$ cat config.mk
export PLATFORM = sky130hd
export DESIGN_NAME = rgb_fade_controller
export DESIGN_NICKNAME = d
export VERILOG_FILES = /design/src/sv/rgbf_pkg.sv /design/src/sv/rgb_fade_controller.sv /design/src/sv/rgbf_ctrl.sv /design/src/sv/rgbf_datapath.sv
export SDC_FILE = /design/constraint.sdc
export NUM_CORES = 2
export LEC_CHECK = 0
export BUFFER_PORTS_ARGS = -buffer_cell sky130_fd_sc_hd__buf_2
export CORE_MARGIN = 3
export CORE_UTILIZATION = 45
export DETAILED_ROUTE_END_ITERATION = 7
export PLACE_DENSITY = 0.65
export SETUP_SLACK_MARGIN = 0.1
export SKIP_LAST_GASP = 1
export SLEW_MARGIN = 10
export SYNTH_ARGS = -nofsm -noshare
export SYNTH_HDL_FRONTEND = slang
export SYNTH_SLANG_ARGS = --single-unit
$ cat constraint.sdc
create_clock -name clk -period 12.15 [get_ports clk]
set_input_delay 0.6075 -clock clk [delete_from_list [all_inputs] [get_ports clk]]
set_output_delay 0.6075 -clock clk [all_outputs]
set_load 0.03 [all_outputs]
$ cat src/sv/rgbf_pkg.sv
`default_nettype none

package rgbf_pkg;

  localparam int unsigned NUM_CH  = 4;
  localparam int unsigned CH_W    = $clog2(NUM_CH);
  localparam int unsigned CHAN_W  = 8;
  localparam int unsigned TIME_W  = 32;
  localparam int unsigned DUTY_W  = 16;
  localparam int unsigned SAT_W   = 12;
  localparam int unsigned PROD_W  = TIME_W + CHAN_W;
  localparam int unsigned QBIT_W  = $clog2(CHAN_W);

  localparam logic [CHAN_W-1:0] LEVEL_MAX = 8'd100;
  localparam logic [CHAN_W-1:0] CHAN_MAX  = 8'd255;
  localparam logic [DUTY_W-1:0] DUTY_MAX  = 16'd4095;

  localparam logic [CH_W-1:0] LAST_CH_FADE = 2'd3;

  typedef enum logic [2:0] {
    REQ_TICK      = 3'd0,
    REQ_SET_RGB   = 3'd1,
    REQ_SET_LEVEL = 3'd2,
    REQ_FADE_TO   = 3'd3,
    REQ_FADE_STOP = 3'd4,
    REQ_SET_DUTY  = 3'd5,
    REQ_OFF       = 3'd6
  } req_t;

  typedef enum logic [4:0] {
    ST_IDLE  = 5'b00001,
    ST_MUL   = 5'b00010,
    ST_DIV   = 5'b00100,
    ST_STORE = 5'b01000,
    ST_EMIT  = 5'b10000
  } state_t;

  typedef struct packed {
    logic              accept;
    logic              mul;
    logic              div_step;
    logic              store;
    logic              emit;
    logic [CH_W-1:0]   ch;
    logic [QBIT_W-1:0] bit_idx;
  } cmd_t;

  typedef struct packed {
    logic go_emit;
    logic go_calc;
    logic last_ch;
    logic out_free;
  } status_t;

endpackage

`default_nettype wire

$ cat src/sv/rgb_fade_controller.sv
`default_nettype none

// Channel   Handshake               Payload
// request   req_valid / req_stall   req_type, now_ms, red/green/blue/level_in,
//                                   fade_length_ms, duty_red/green/blue
// result    res_valid / res_stall   red/green/blue/level_out, fade_active
// config    cfg_valid / cfg_ready   cfg_data (enabled)
//
// One request at a time. Set, level, duty and off requests go through ST_EMIT to
// the output register; a fade tick mid-fade runs ST_MUL, ST_DIV and ST_STORE for
// each of the 4 channels: one multiply, 8 restoring divide steps and one
// write-back in the shared divider. ST_EMIT waits while a result is held.
// Synchronous reset: enabled = 1, color and level 0, no fade, no result.
// The output register lets a new request in while a result waits on res_stall.

module rgb_fade_controller (
  input  wire logic        clk,
  input  wire logic        rst,
  input  wire logic        cfg_valid,
  output logic             cfg_ready,
  input  wire logic        cfg_data,
  input  wire logic        req_valid,
  output logic             req_stall,
  input  wire logic [2:0]  req_type,
  input  wire logic [31:0] now_ms,
  input  wire logic [7:0]  red_in,
  input  wire logic [7:0]  green_in,
  input  wire logic [7:0]  blue_in,
  input  wire logic [7:0]  level_in,
  input  wire logic [31:0] fade_length_ms,
  input  wire logic [15:0] duty_red,
  input  wire logic [15:0] duty_green,
  input  wire logic [15:0] duty_blue,
  output logic             res_valid,
  input  wire logic        res_stall,
  output logic [7:0]       red_out,
  output logic [7:0]       green_out,
  output logic [7:0]       blue_out,
  output logic [7:0]       level_out,
  output logic             fade_active
);

  rgbf_pkg::cmd_t    cmd;
  rgbf_pkg::status_t stat;

  assign cfg_ready = 1'b1;

  rgbf_ctrl u_ctrl (
    .clk       (clk),
    .rst       (rst),
    .req_valid (req_valid),
    .req_stall (req_stall),
    .stat      (stat),
    .cmd       (cmd)
  );

  rgbf_datapath u_dp (
    .clk            (clk),
    .rst            (rst),
    .cmd            (cmd),
    .stat           (stat),
    .cfg_valid      (cfg_valid),
    .cfg_data       (cfg_data),
    .req_type       (req_type),
    .now_ms         (now_ms),
    .red_in         (red_in),
    .green_in       (green_in),
    .blue_in        (blue_in),
    .level_in       (level_in),
    .fade_length_ms (fade_length_ms),
    .duty_red       (duty_red),
    .duty_green     (duty_green),
    .duty_blue      (duty_blue),
    .res_valid      (res_valid),
    .res_stall      (res_stall),
    .red_out        (red_out),
    .green_out      (green_out),
    .blue_out       (blue_out),
    .level_out      (level_out),
    .fade_active    (fade_active)
  );

endmodule

`default_nettype wire

$ cat src/sv/rgbf_ctrl.sv
`default_nettype none

module rgbf_ctrl (
  input  wire logic             clk,
  input  wire logic             rst,
  input  wire logic             req_valid,
  output logic                  req_stall,
  input  wire rgbf_pkg::status_t stat,
  output rgbf_pkg::cmd_t        cmd
);

  rgbf_pkg::state_t                   state, state_next;
  logic [rgbf_pkg::CH_W-1:0]          ch, ch_next;
  logic [rgbf_pkg::QBIT_W-1:0]        bit_idx, bit_idx_next;

  always_ff @(posedge clk) begin
    if (rst) begin
      state   <= rgbf_pkg::ST_IDLE;
      ch      <= '0;
      bit_idx <= '0;
    end else begin
      state   <= state_next;
      ch      <= ch_next;
      bit_idx <= bit_idx_next;
    end
  end

  always_comb begin
    state_next   = state;
    ch_next      = ch;
    bit_idx_next = bit_idx;
    req_stall    = 1'b1;
    cmd          = '0;
    cmd.ch       = ch;
    cmd.bit_idx  = bit_idx;
    case (state)
      rgbf_pkg::ST_IDLE: begin
        req_stall = 1'b0;
        if (req_valid) begin
          cmd.accept = 1'b1;
          if (stat.go_emit) begin
            state_next = rgbf_pkg::ST_EMIT;
          end else if (stat.go_calc) begin
            state_next = rgbf_pkg::ST_MUL;
            ch_next    = '0;
          end
        end
      end
      rgbf_pkg::ST_MUL: begin
        cmd.mul      = 1'b1;
        bit_idx_next = rgbf_pkg::QBIT_W'(rgbf_pkg::CHAN_W - 1);
        state_next   = rgbf_pkg::ST_DIV;
      end
      rgbf_pkg::ST_DIV: begin
        cmd.div_step = 1'b1;
        if (bit_idx == '0) begin
          state_next = rgbf_pkg::ST_STORE;
        end else begin
          bit_idx_next = bit_idx - 1'b1;
        end
      end
      rgbf_pkg::ST_STORE: begin
        cmd.store = 1'b1;
        if (stat.last_ch) begin
          state_next = rgbf_pkg::ST_EMIT;
        end else begin
          ch_next    = ch + 1'b1;
          state_next = rgbf_pkg::ST_MUL;
        end
      end
      rgbf_pkg::ST_EMIT: begin
        if (stat.out_free) begin
          cmd.emit   = 1'b1;
          state_next = rgbf_pkg::ST_IDLE;
        end
      end
      default: begin
        state_next = rgbf_pkg::ST_IDLE;
      end
    endcase
  end

endmodule

`default_nettype wire

$ cat src/sv/rgbf_datapath.sv
`default_nettype none

module rgbf_datapath (
  input  wire logic        clk,
  input  wire logic        rst,
  input  wire rgbf_pkg::cmd_t cmd,
  output rgbf_pkg::status_t   stat,
  input  wire logic        cfg_valid,
  input  wire logic        cfg_data,
  input  wire logic [2:0]  req_type,
  input  wire logic [31:0] now_ms,
  input  wire logic [7:0]  red_in,
  input  wire logic [7:0]  green_in,
  input  wire logic [7:0]  blue_in,
  input  wire logic [7:0]  level_in,
  input  wire logic [31:0] fade_length_ms,
  input  wire logic [15:0] duty_red,
  input  wire logic [15:0] duty_green,
  input  wire logic [15:0] duty_blue,
  output logic             res_valid,
  input  wire logic        res_stall,
  output logic [7:0]       red_out,
  output logic [7:0]       green_out,
  output logic [7:0]       blue_out,
  output logic [7:0]       level_out,
  output logic             fade_active
);

  localparam int unsigned CW = rgbf_pkg::CHAN_W;
  localparam int unsigned TW = rgbf_pkg::TIME_W;
  localparam int unsigned PW = rgbf_pkg::PROD_W;
  localparam int unsigned SW = rgbf_pkg::SAT_W;
  localparam int unsigned YW = SW + CW;

  logic          enabled;
  logic          fading;
  logic [CW-1:0] cur_c  [rgbf_pkg::NUM_CH];
  logic [CW-1:0] from_c [rgbf_pkg::NUM_CH];
  logic [CW-1:0] to_c   [rgbf_pkg::NUM_CH];
  logic [TW-1:0] span;
  logic [TW-1:0] origin;
  logic [TW-1:0] el;
  logic [PW-1:0] rem;
  logic [CW-1:0] quo;

  logic [TW-1:0] el_in;
  logic          tick_end;
  logic          is_tick, is_emit_req, is_duty_req;
  logic [CW-1:0] a_ch, b_ch, mag;
  logic          up;
  logic [PW-1:0] dv_sh;
  logic          take;
  logic [CW-1:0] ch_val;

  // saturate to 4095, then d*255/4095; dividing by 2^12-1 as
  // (y + y/4096 + 1)/4096 is exact for y below 2^24 - 1
  function automatic logic [CW-1:0] duty_to8(input logic [rgbf_pkg::DUTY_W-1:0] d);
    logic [SW-1:0] s;
    logic [YW-1:0] y;
    logic [YW-1:0] q;
    s = (d > rgbf_pkg::DUTY_MAX) ? rgbf_pkg::DUTY_MAX[SW-1:0] : d[SW-1:0];
    y = {{CW{1'b0}}, s} * {{SW{1'b0}}, rgbf_pkg::CHAN_MAX};
    q = y + {{SW{1'b0}}, y[YW-1:SW]} + YW'(1);
    return q[YW-1:SW];
  endfunction

  // request decode for the controller
  assign el_in       = now_ms - origin;
  assign tick_end    = (el_in >= span);
  assign is_tick     = (req_type == rgbf_pkg::REQ_TICK) && fading;
  assign is_duty_req = (req_type == rgbf_pkg::REQ_SET_DUTY);
  assign is_emit_req = (req_type == rgbf_pkg::REQ_SET_RGB) ||
                       (req_type == rgbf_pkg::REQ_SET_LEVEL) ||
                       (req_type == rgbf_pkg::REQ_OFF);

  assign stat.go_emit  = enabled && (is_emit_req || is_duty_req || (is_tick && tick_end));
  assign stat.go_calc  = enabled && is_tick && !tick_end;
  assign stat.last_ch  = (cmd.ch == rgbf_pkg::LAST_CH_FADE);
  assign stat.out_free = !res_valid || !res_stall;

  // per-channel operands: lerp uses el*|b-a|/span
  assign a_ch = from_c[cmd.ch];
  assign b_ch = to_c[cmd.ch];
  assign up   = (b_ch >= a_ch);
  assign mag  = up ? (b_ch - a_ch) : (a_ch - b_ch);

  assign dv_sh = {{(PW-TW){1'b0}}, span} << cmd.bit_idx;
  assign take  = (rem >= dv_sh);

  // quotient stays below 256 since el < span
  assign ch_val = up ? (a_ch + quo) : (a_ch - quo);

  always_ff @(posedge clk) begin
    if (rst) begin
      enabled   <= 1'b1;
      fading    <= 1'b0;
      res_valid <= 1'b0;
      for (int i = 0; i < rgbf_pkg::NUM_CH; i++) begin
        cur_c[i] <= '0;
      end
    end else begin
      if (cfg_valid) begin
        enabled <= cfg_data;
      end
      if (cmd.emit) begin
        res_valid <= 1'b1;
      end else if (!res_stall) begin
        res_valid <= 1'b0;
      end
      if (cmd.store) begin
        cur_c[cmd.ch] <= ch_val;
      end
      if (cmd.accept && enabled) begin
        case (req_type)
          rgbf_pkg::REQ_TICK: begin
            if (fading && tick_end) begin
              for (int i = 0; i < rgbf_pkg::NUM_CH; i++) begin
                cur_c[i] <= to_c[i];
              end
              fading <= 1'b0;
            end
          end
          rgbf_pkg::REQ_SET_RGB: begin
            cur_c[0] <= red_in;
            cur_c[1] <= green_in;
            cur_c[2] <= blue_in;
          end
          rgbf_pkg::REQ_SET_LEVEL: begin
            cur_c[3] <= (level_in > rgbf_pkg::LEVEL_MAX) ? rgbf_pkg::LEVEL_MAX : level_in;
          end
          rgbf_pkg::REQ_FADE_TO: begin
            fading <= 1'b1;
          end
          rgbf_pkg::REQ_FADE_STOP: begin
            fading <= 1'b0;
          end
          rgbf_pkg::REQ_SET_DUTY: begin
            cur_c[0] <= duty_to8(duty_red);
            cur_c[1] <= duty_to8(duty_green);
            cur_c[2] <= duty_to8(duty_blue);
            cur_c[3] <= rgbf_pkg::LEVEL_MAX;
          end
          rgbf_pkg::REQ_OFF: begin
            fading   <= 1'b0;
            cur_c[3] <= '0;
          end
          default: begin
          end
        endcase
      end
    end
  end

  // fade endpoints, operands, divider and output data: no reset needed
  always_ff @(posedge clk) begin
    if (cmd.accept) begin
      el <= el_in;
      if (enabled && (req_type == rgbf_pkg::REQ_FADE_TO)) begin
        for (int i = 0; i < rgbf_pkg::NUM_CH; i++) begin
          from_c[i] <= cur_c[i];
        end
        to_c[0] <= red_in;
        to_c[1] <= green_in;
        to_c[2] <= blue_in;
        to_c[3] <= level_in;
        span    <= fade_length_ms;
        origin  <= now_ms;
      end
    end
    if (cmd.mul) begin
      rem <= {{(PW-TW){1'b0}}, el} * {{(PW-CW){1'b0}}, mag};
      quo <= '0;
    end else if (cmd.div_step && take) begin
      rem              <= rem - dv_sh;
      quo[cmd.bit_idx] <= 1'b1;
    end
    if (cmd.emit) begin
      red_out     <= cur_c[0];
      green_out   <= cur_c[1];
      blue_out    <= cur_c[2];
      level_out   <= cur_c[3];
      fade_active <= fading;
    end
  end

endmodule

`default_nettype wire
### Yosys cells after proc, flatten, opt, wreduce, memory -nomap -nowiden

Memory sizes are Yosys's and may differ from the RTL's. A register that Yosys moved wholly into a read port is not among the register bits.
Index checks and enable logic that the tools add are counted.

| word-level totals | value |
|---|---|
| output and inout bits | 36 |
| word-level logic and storage cells | 199 |
| bits in registers | 190 |
| bits of input ports | 153 |
| memories | 3 |
| bits in writable memories | 96 |

Memories:

| name | depth | width | rd ports | clocked after memory_dff | write ports | line | text |
|---|---|---|---|---|---|---|---|
| u_dp.cur_c | 4 | 8 | 4 | 0 | 4 | rgbf_datapath.sv:37 | `logic [CW-1:0] cur_c [rgbf_pkg::NUM_CH];` |
| u_dp.from_c | 4 | 8 | 1 | 1 | 4 | rgbf_datapath.sv:38 | `logic [CW-1:0] from_c [rgbf_pkg::NUM_CH];` |
| u_dp.to_c | 4 | 8 | 5 | 1 | 4 | rgbf_datapath.sv:39 | `logic [CW-1:0] to_c [rgbf_pkg::NUM_CH];` |

| cells by class | value |
|---|---|
| shifts and indexed selects | 1 |
| bitwise logic cells | 14 |
| reduce and logical (&&, ||, !) cells | 31 |
| multipliers | 4 |
| eq/ne operators | 22 |
| mux-type cells | 85 |
| order comparisons | 9 |
| $add $sub $neg | 14 |

Operators with widths:

| operator | number |
|---|---|
| two-way mux 8 bit | 17 |
| two-way mux 40 bit | 2 |
| adder 20 x 1 -> 20 bit (second input constant) | 3 |
| adder 20 x 8 -> 20 bit | 3 |
| multiplier 12 x 8 -> 20 bit (second input constant) | 3 |
| > comparator 16 x 12 -> 1 bit (second input constant) | 3 |
| two-way mux 1 bit | 42 |
| >= comparator 40 bit | 1 |
| multiplier 32 x 8 -> 40 bit | 1 |
| << shifter 32 x 3 -> 40 bit | 1 |
| subtractor 40 bit | 1 |
| two-way mux 12 bit | 3 |
| >= comparator 32 bit | 1 |
| subtractor 32 bit | 1 |
| two-way mux 5 bit | 6 |
| case mux 5 bit (5 select lines) | 1 |
| subtractor 8 bit | 3 |
| two-way mux 2 bit | 9 |
| inequality test 2 bit (second input constant) | 7 |
| bitwise OR 1 bit | 13 |
| logical AND 1 bit | 10 |
| equality test 3 bit (second input constant) | 3 |
| adder 8 bit | 1 |
| >= comparator 8 bit | 1 |
| 32 further kinds | 44 |

### Logic depth before layout (Yosys ltp)

| logic depth | value |
|---|---|
| word-level depth | 12 |
| mapped depth | 37 |
| gate-level depth less buffers | 34 |

### By module

A second synthesis with hierarchy kept.

| second synthesis, totals | value |
|---|---|
| cells, all modules | 3359 |
| area, all modules | 32972.9 µm² |

By module, submodules not included:

| module | instances | seq. area each (µm²) | cells each | area an instance (µm²) |
|---|---|---|---|---|
| rgbf_datapath | 1 | 8177.8 | 3286 | 32349.8 |
| rgbf_ctrl | 1 | 200.2 | 71 | 611.8 |
| rgb_fade_controller | 1 | 0.0 | 2 | 11.3 |

### Worst setup path before layout

OpenSTA, ideal clock, no wires.

| timing path | value |
|---|---|
| kind | register to register |
| start point | reg u_ctrl.state[2] |
| end point | mem u_dp.from_c[0][0] (netlist bit), enable pin |
| required time | 11376 ps |
| path slack | 1407 ps |
| buffers on the path | 0 |
| arrival time | 9969 ps |
| stages on the path, launching flop included | 5 |
| library setup time | 774 ps |
| period minus slack after synthesis | 10743 ps |
| path through | dfxtp_1 or3_1 nor3b_1 nand3_1 nor3_1 |

RTL lines:

| what | line | text |
|---|---|---|
| from (decl) | rgbf_ctrl.sv:12 | `rgbf_pkg::state_t state, state_next;` |
| from (signal assigned) | rgbf_ctrl.sv:18 | `state <= rgbf_pkg::ST_IDLE;` |
| from (signal assigned) | rgbf_ctrl.sv:22 | `state <= state_next;` |
| to (decl) | rgbf_datapath.sv:38 |  |

==> results.yml <==
logic_synthesis:
  yosys-top-cells-count: "inv_1, fa_1, ha_1, edfxtp_1"
  synth_top_cell_by_area: "edfxtp_1"
  synth_edf_count: 265
  synth-main-ff-cell: "edfxtp_1"
  synth_nets: 4207
  synthCells: 3402
  synth_top_cell_area_share: 0.238
  netlist_area_mm2: 0.0334
  synth_warnings: 0
  syn_avg_cell_area_um2: 9.82
  ys_top_cells_by_area: "edfxtp_1, fa_1, ha_1"
  synth.distinct_cells: 89
  async_flop_share: 0
  ys_ff_latch: 288
  ys_seq_area_frac: 0.252
  yosysMostFrequentCell: "inv_1"
worst_setup_path:
  r2r_cells: 31
  cp_slowest_cell: "ha_1"
  crit_family: "adder cells"
  reg2reg_setup_slack_ns: 2.65
  worstSetupPathType: "reg -> reg"
  regToRegEndpoint: "u_dp.rem[28]"
  cp_common_cell: "fa_1"
  arrival_ns: 9.79
  critPathBufInv: 5
  end_kind: "register"
  crit_fanout: 33
  cp.required_ns: 12.44
  start_kind: "register"
  cpPeakStageDelay_ns: 0.96
clocking:
  cts_tree: "done"
  holdBufCountCts: 0
  cts_sinks: 288
  cts_buffer_depth: 3
  clk_latency_ns: 0.57
  clockRootBuffer: "clkbuf_16"
  cts-resized-gates: 0
  cts_max_level: 2
  cts_setup_buffers: 0
  cts_made_buffers: 35
  cts.clk_slew.worst_paths_ns: 0.06
timing:
  timing_hold_violations_final: 0
  max_slew_margin: 0.299
  fin_worst_skew_ns: 0.0340
  drv_slew: 0
  rsz0062_at_grt: "false"
  setup_tns_ns: 0
  max_freq_mhz: 105
  period_minus_slack_ns: 9.50
  period_share: 0.782
  finalSetupViolCount: 0
  worstMarginPinSlew_ns: 1.05
  holdWs_ns: 0.213
placement:
  dp.final_hpwl_um: 72500
  place_congestion: 0.899
  port_buffers: 187
  placed_cell_area_mm2: 0.0354
global_route:
  grt_start_max_net_pins: 67
  grtUsageTotal: 0.228
  antenna_found_initial: 7
  gr-total-overflow: 0
  grt_first_pass_wirelength_um: 140000
  grt_pass1_vias: 25100
hold_path:
  min_path_type: "in -> reg"
  hold_path_startpoint: "fade_length_ms[7]"
  min_to: "u_dp.span[7]"
  min_path_cells: 1
drt:
  antenna_left: 0
  drt-vias-per-instance: 5.50
  routed_wl_um: 88300
  drc: 0
  vias: 25000
  routedWlPerCell_um: 19.4
  drt_iter0_markers: 2010
  firstDrtPassIters: 6
floorplanning:
  initial_core_util: 0.456
  pin_count: 189
  die_w_um: 279
  die_h_um: 279
  dieArea_mm2: 0.0776
  coreArea_mm2: 0.0732
  row_count: 99
power:
  power_per_cell_area_mw_per_mm2: 169
  peakVddDrop_v: 0.000210
  p_leak_nw: 16.6
  finalPower_mw: 6.18
finish:
  areaGrowthSynthToFinish_pct: 9.45
  drive_gt1_frac: 0.103
  fillCellCount: 6729
  nets: 4362
  fin_area_mm2: 0.0366
outcome:
  status: "completed"
job:
  maxCapViolCount: 0
-- metrics by stage --
stage	util	setup WS (ns)	instances
after detailed placement	0.484	2.73	4479
after floorplan	-	1.41	3402
after global routing	0.500	2.00	4546
final	0.500	2.65	4546
after CTS	0.500	2.72	4543
after global placement	0.484	3.03	4479
-- cell families (layout without fill, tap and decap cells) --
kind of cell             after synthesis  after routing  synth area share
AND/OR/NAND/NOR                      842            842             0.131
buffers and inverters                672            854            0.0757
AO/OA/AOI/OAI                        671            671             0.132
adder cells (fa/ha/maj)              652            652             0.318
flip-flops                           288            288             0.252
XOR/XNOR                             184            184            0.0491
multiplexers                          92             92            0.0425
other                                  1              4          0.000112
-- registers in the layout (all words and copies together) (netlist names), 32 cells and up, named ones only --
register / flops
u_dp.rem: 40
u_dp.cur_c: 32
u_dp.el: 32
u_dp.from_c: 32
u_dp.origin: 32
u_dp.span: 32
u_dp.to_c: 32
-- worst max path at each step --
| stage | from | to | slack, ns | cells after the start |
|---|---|---|---|---|
| 3_3_place_gp | register | u_dp.rem[28] | 3.03 | 31 |
| 4_1_cts | register | u_dp.rem[28] | 2.72 | 31 |
| 2_1_floorplan | u_ctrl.state[2] | u_dp.from_c[0][0] | 1.41 | 4 |
| 6_report | register | u_dp.rem[28] | 2.65 | 31 |
| 3_5_place_dp | register | u_dp.rem[28] | 2.73 | 31 |
| 5_1_grt | register | u_dp.rem[28] | 2.00 | 31 |
-- where the power goes --
group / leakage (nW) / internal, mW / switching [mW] / total, mW
sequential: 2.65 / 1.13 / 0.0480 / 1.17
combinational: 13.4 / 1.65 / 2.30 / 3.95
clock: 0.554 / 0.595 / 0.460 / 1.05
-- worst reg2reg max path, delay by kind of cell, from the launching register on --
kind            cells  cell delay (ns)
mux                 2             0.82
xor+xnor            2             0.27
buf+inv             5             0.76
flops               1             0.79
compound gates     12             2.47
simple gates        4             0.82
fa+ha+maj           6             3.26
-- layout make-up --
| type | instances | area, um^2 | area share |
|---|---|---|---|
| Antenna cell | 3 | 7.51 | 0.000205 |
| Multi-Input combinational cell | 2442 | 22500 | 0.616 |
| Sequential cell | 288 | 8420 | 0.230 |
| Clock buffer | 44 | 930 | 0.0254 |
| Inverter | 582 | 2180 | 0.0597 |
| Clock inverter | 20 | 199 | 0.00544 |
| Tap cell | 959 | 1200 | 0.0328 |
| Timing Repair Buffer | 208 | 1090 | 0.0299 |
-- cells in the final DEF (no fill, tap or decap), types with 8 or more instances in the layout --
master,count
a211oi_1,30
a21o_1,85
a21oi_1,198
a222oi_1,18
a22o_1,9
a31oi_1,28
and2_1,154
and3_1,23
buf_2,187
buf_4,21
clkbuf_16,35
dfxtp_1,21
edfxtp_1,265
fa_1,327
ha_1,325
inv_1,581
mux2_2,8
mux2i_1,45
mux4_2,39
nand2_1,199
nand2b_1,55
nand3_1,43
nand3b_1,12
nand4_1,21
nor2_1,159
nor2b_1,59
nor3_1,29
nor4_1,10
o211ai_1,13
o21a_1,25
o21ai_0,98
o21ai_1,32
o21bai_1,22
o22ai_1,8
o31ai_1,9
or2_2,30
or3_1,13
xnor2_1,105
xor2_1,71
-- layer usage --
layer / GRT usage / share of wire
met2: 0.383 / 0.48
met5: 0 / 0.00039
met4: 0.0552 / 0.022
met3: 0.0237 / 0.051
met1: 0.318 / 0.45
No activity file was read; power rests on OpenSTA's default activity.
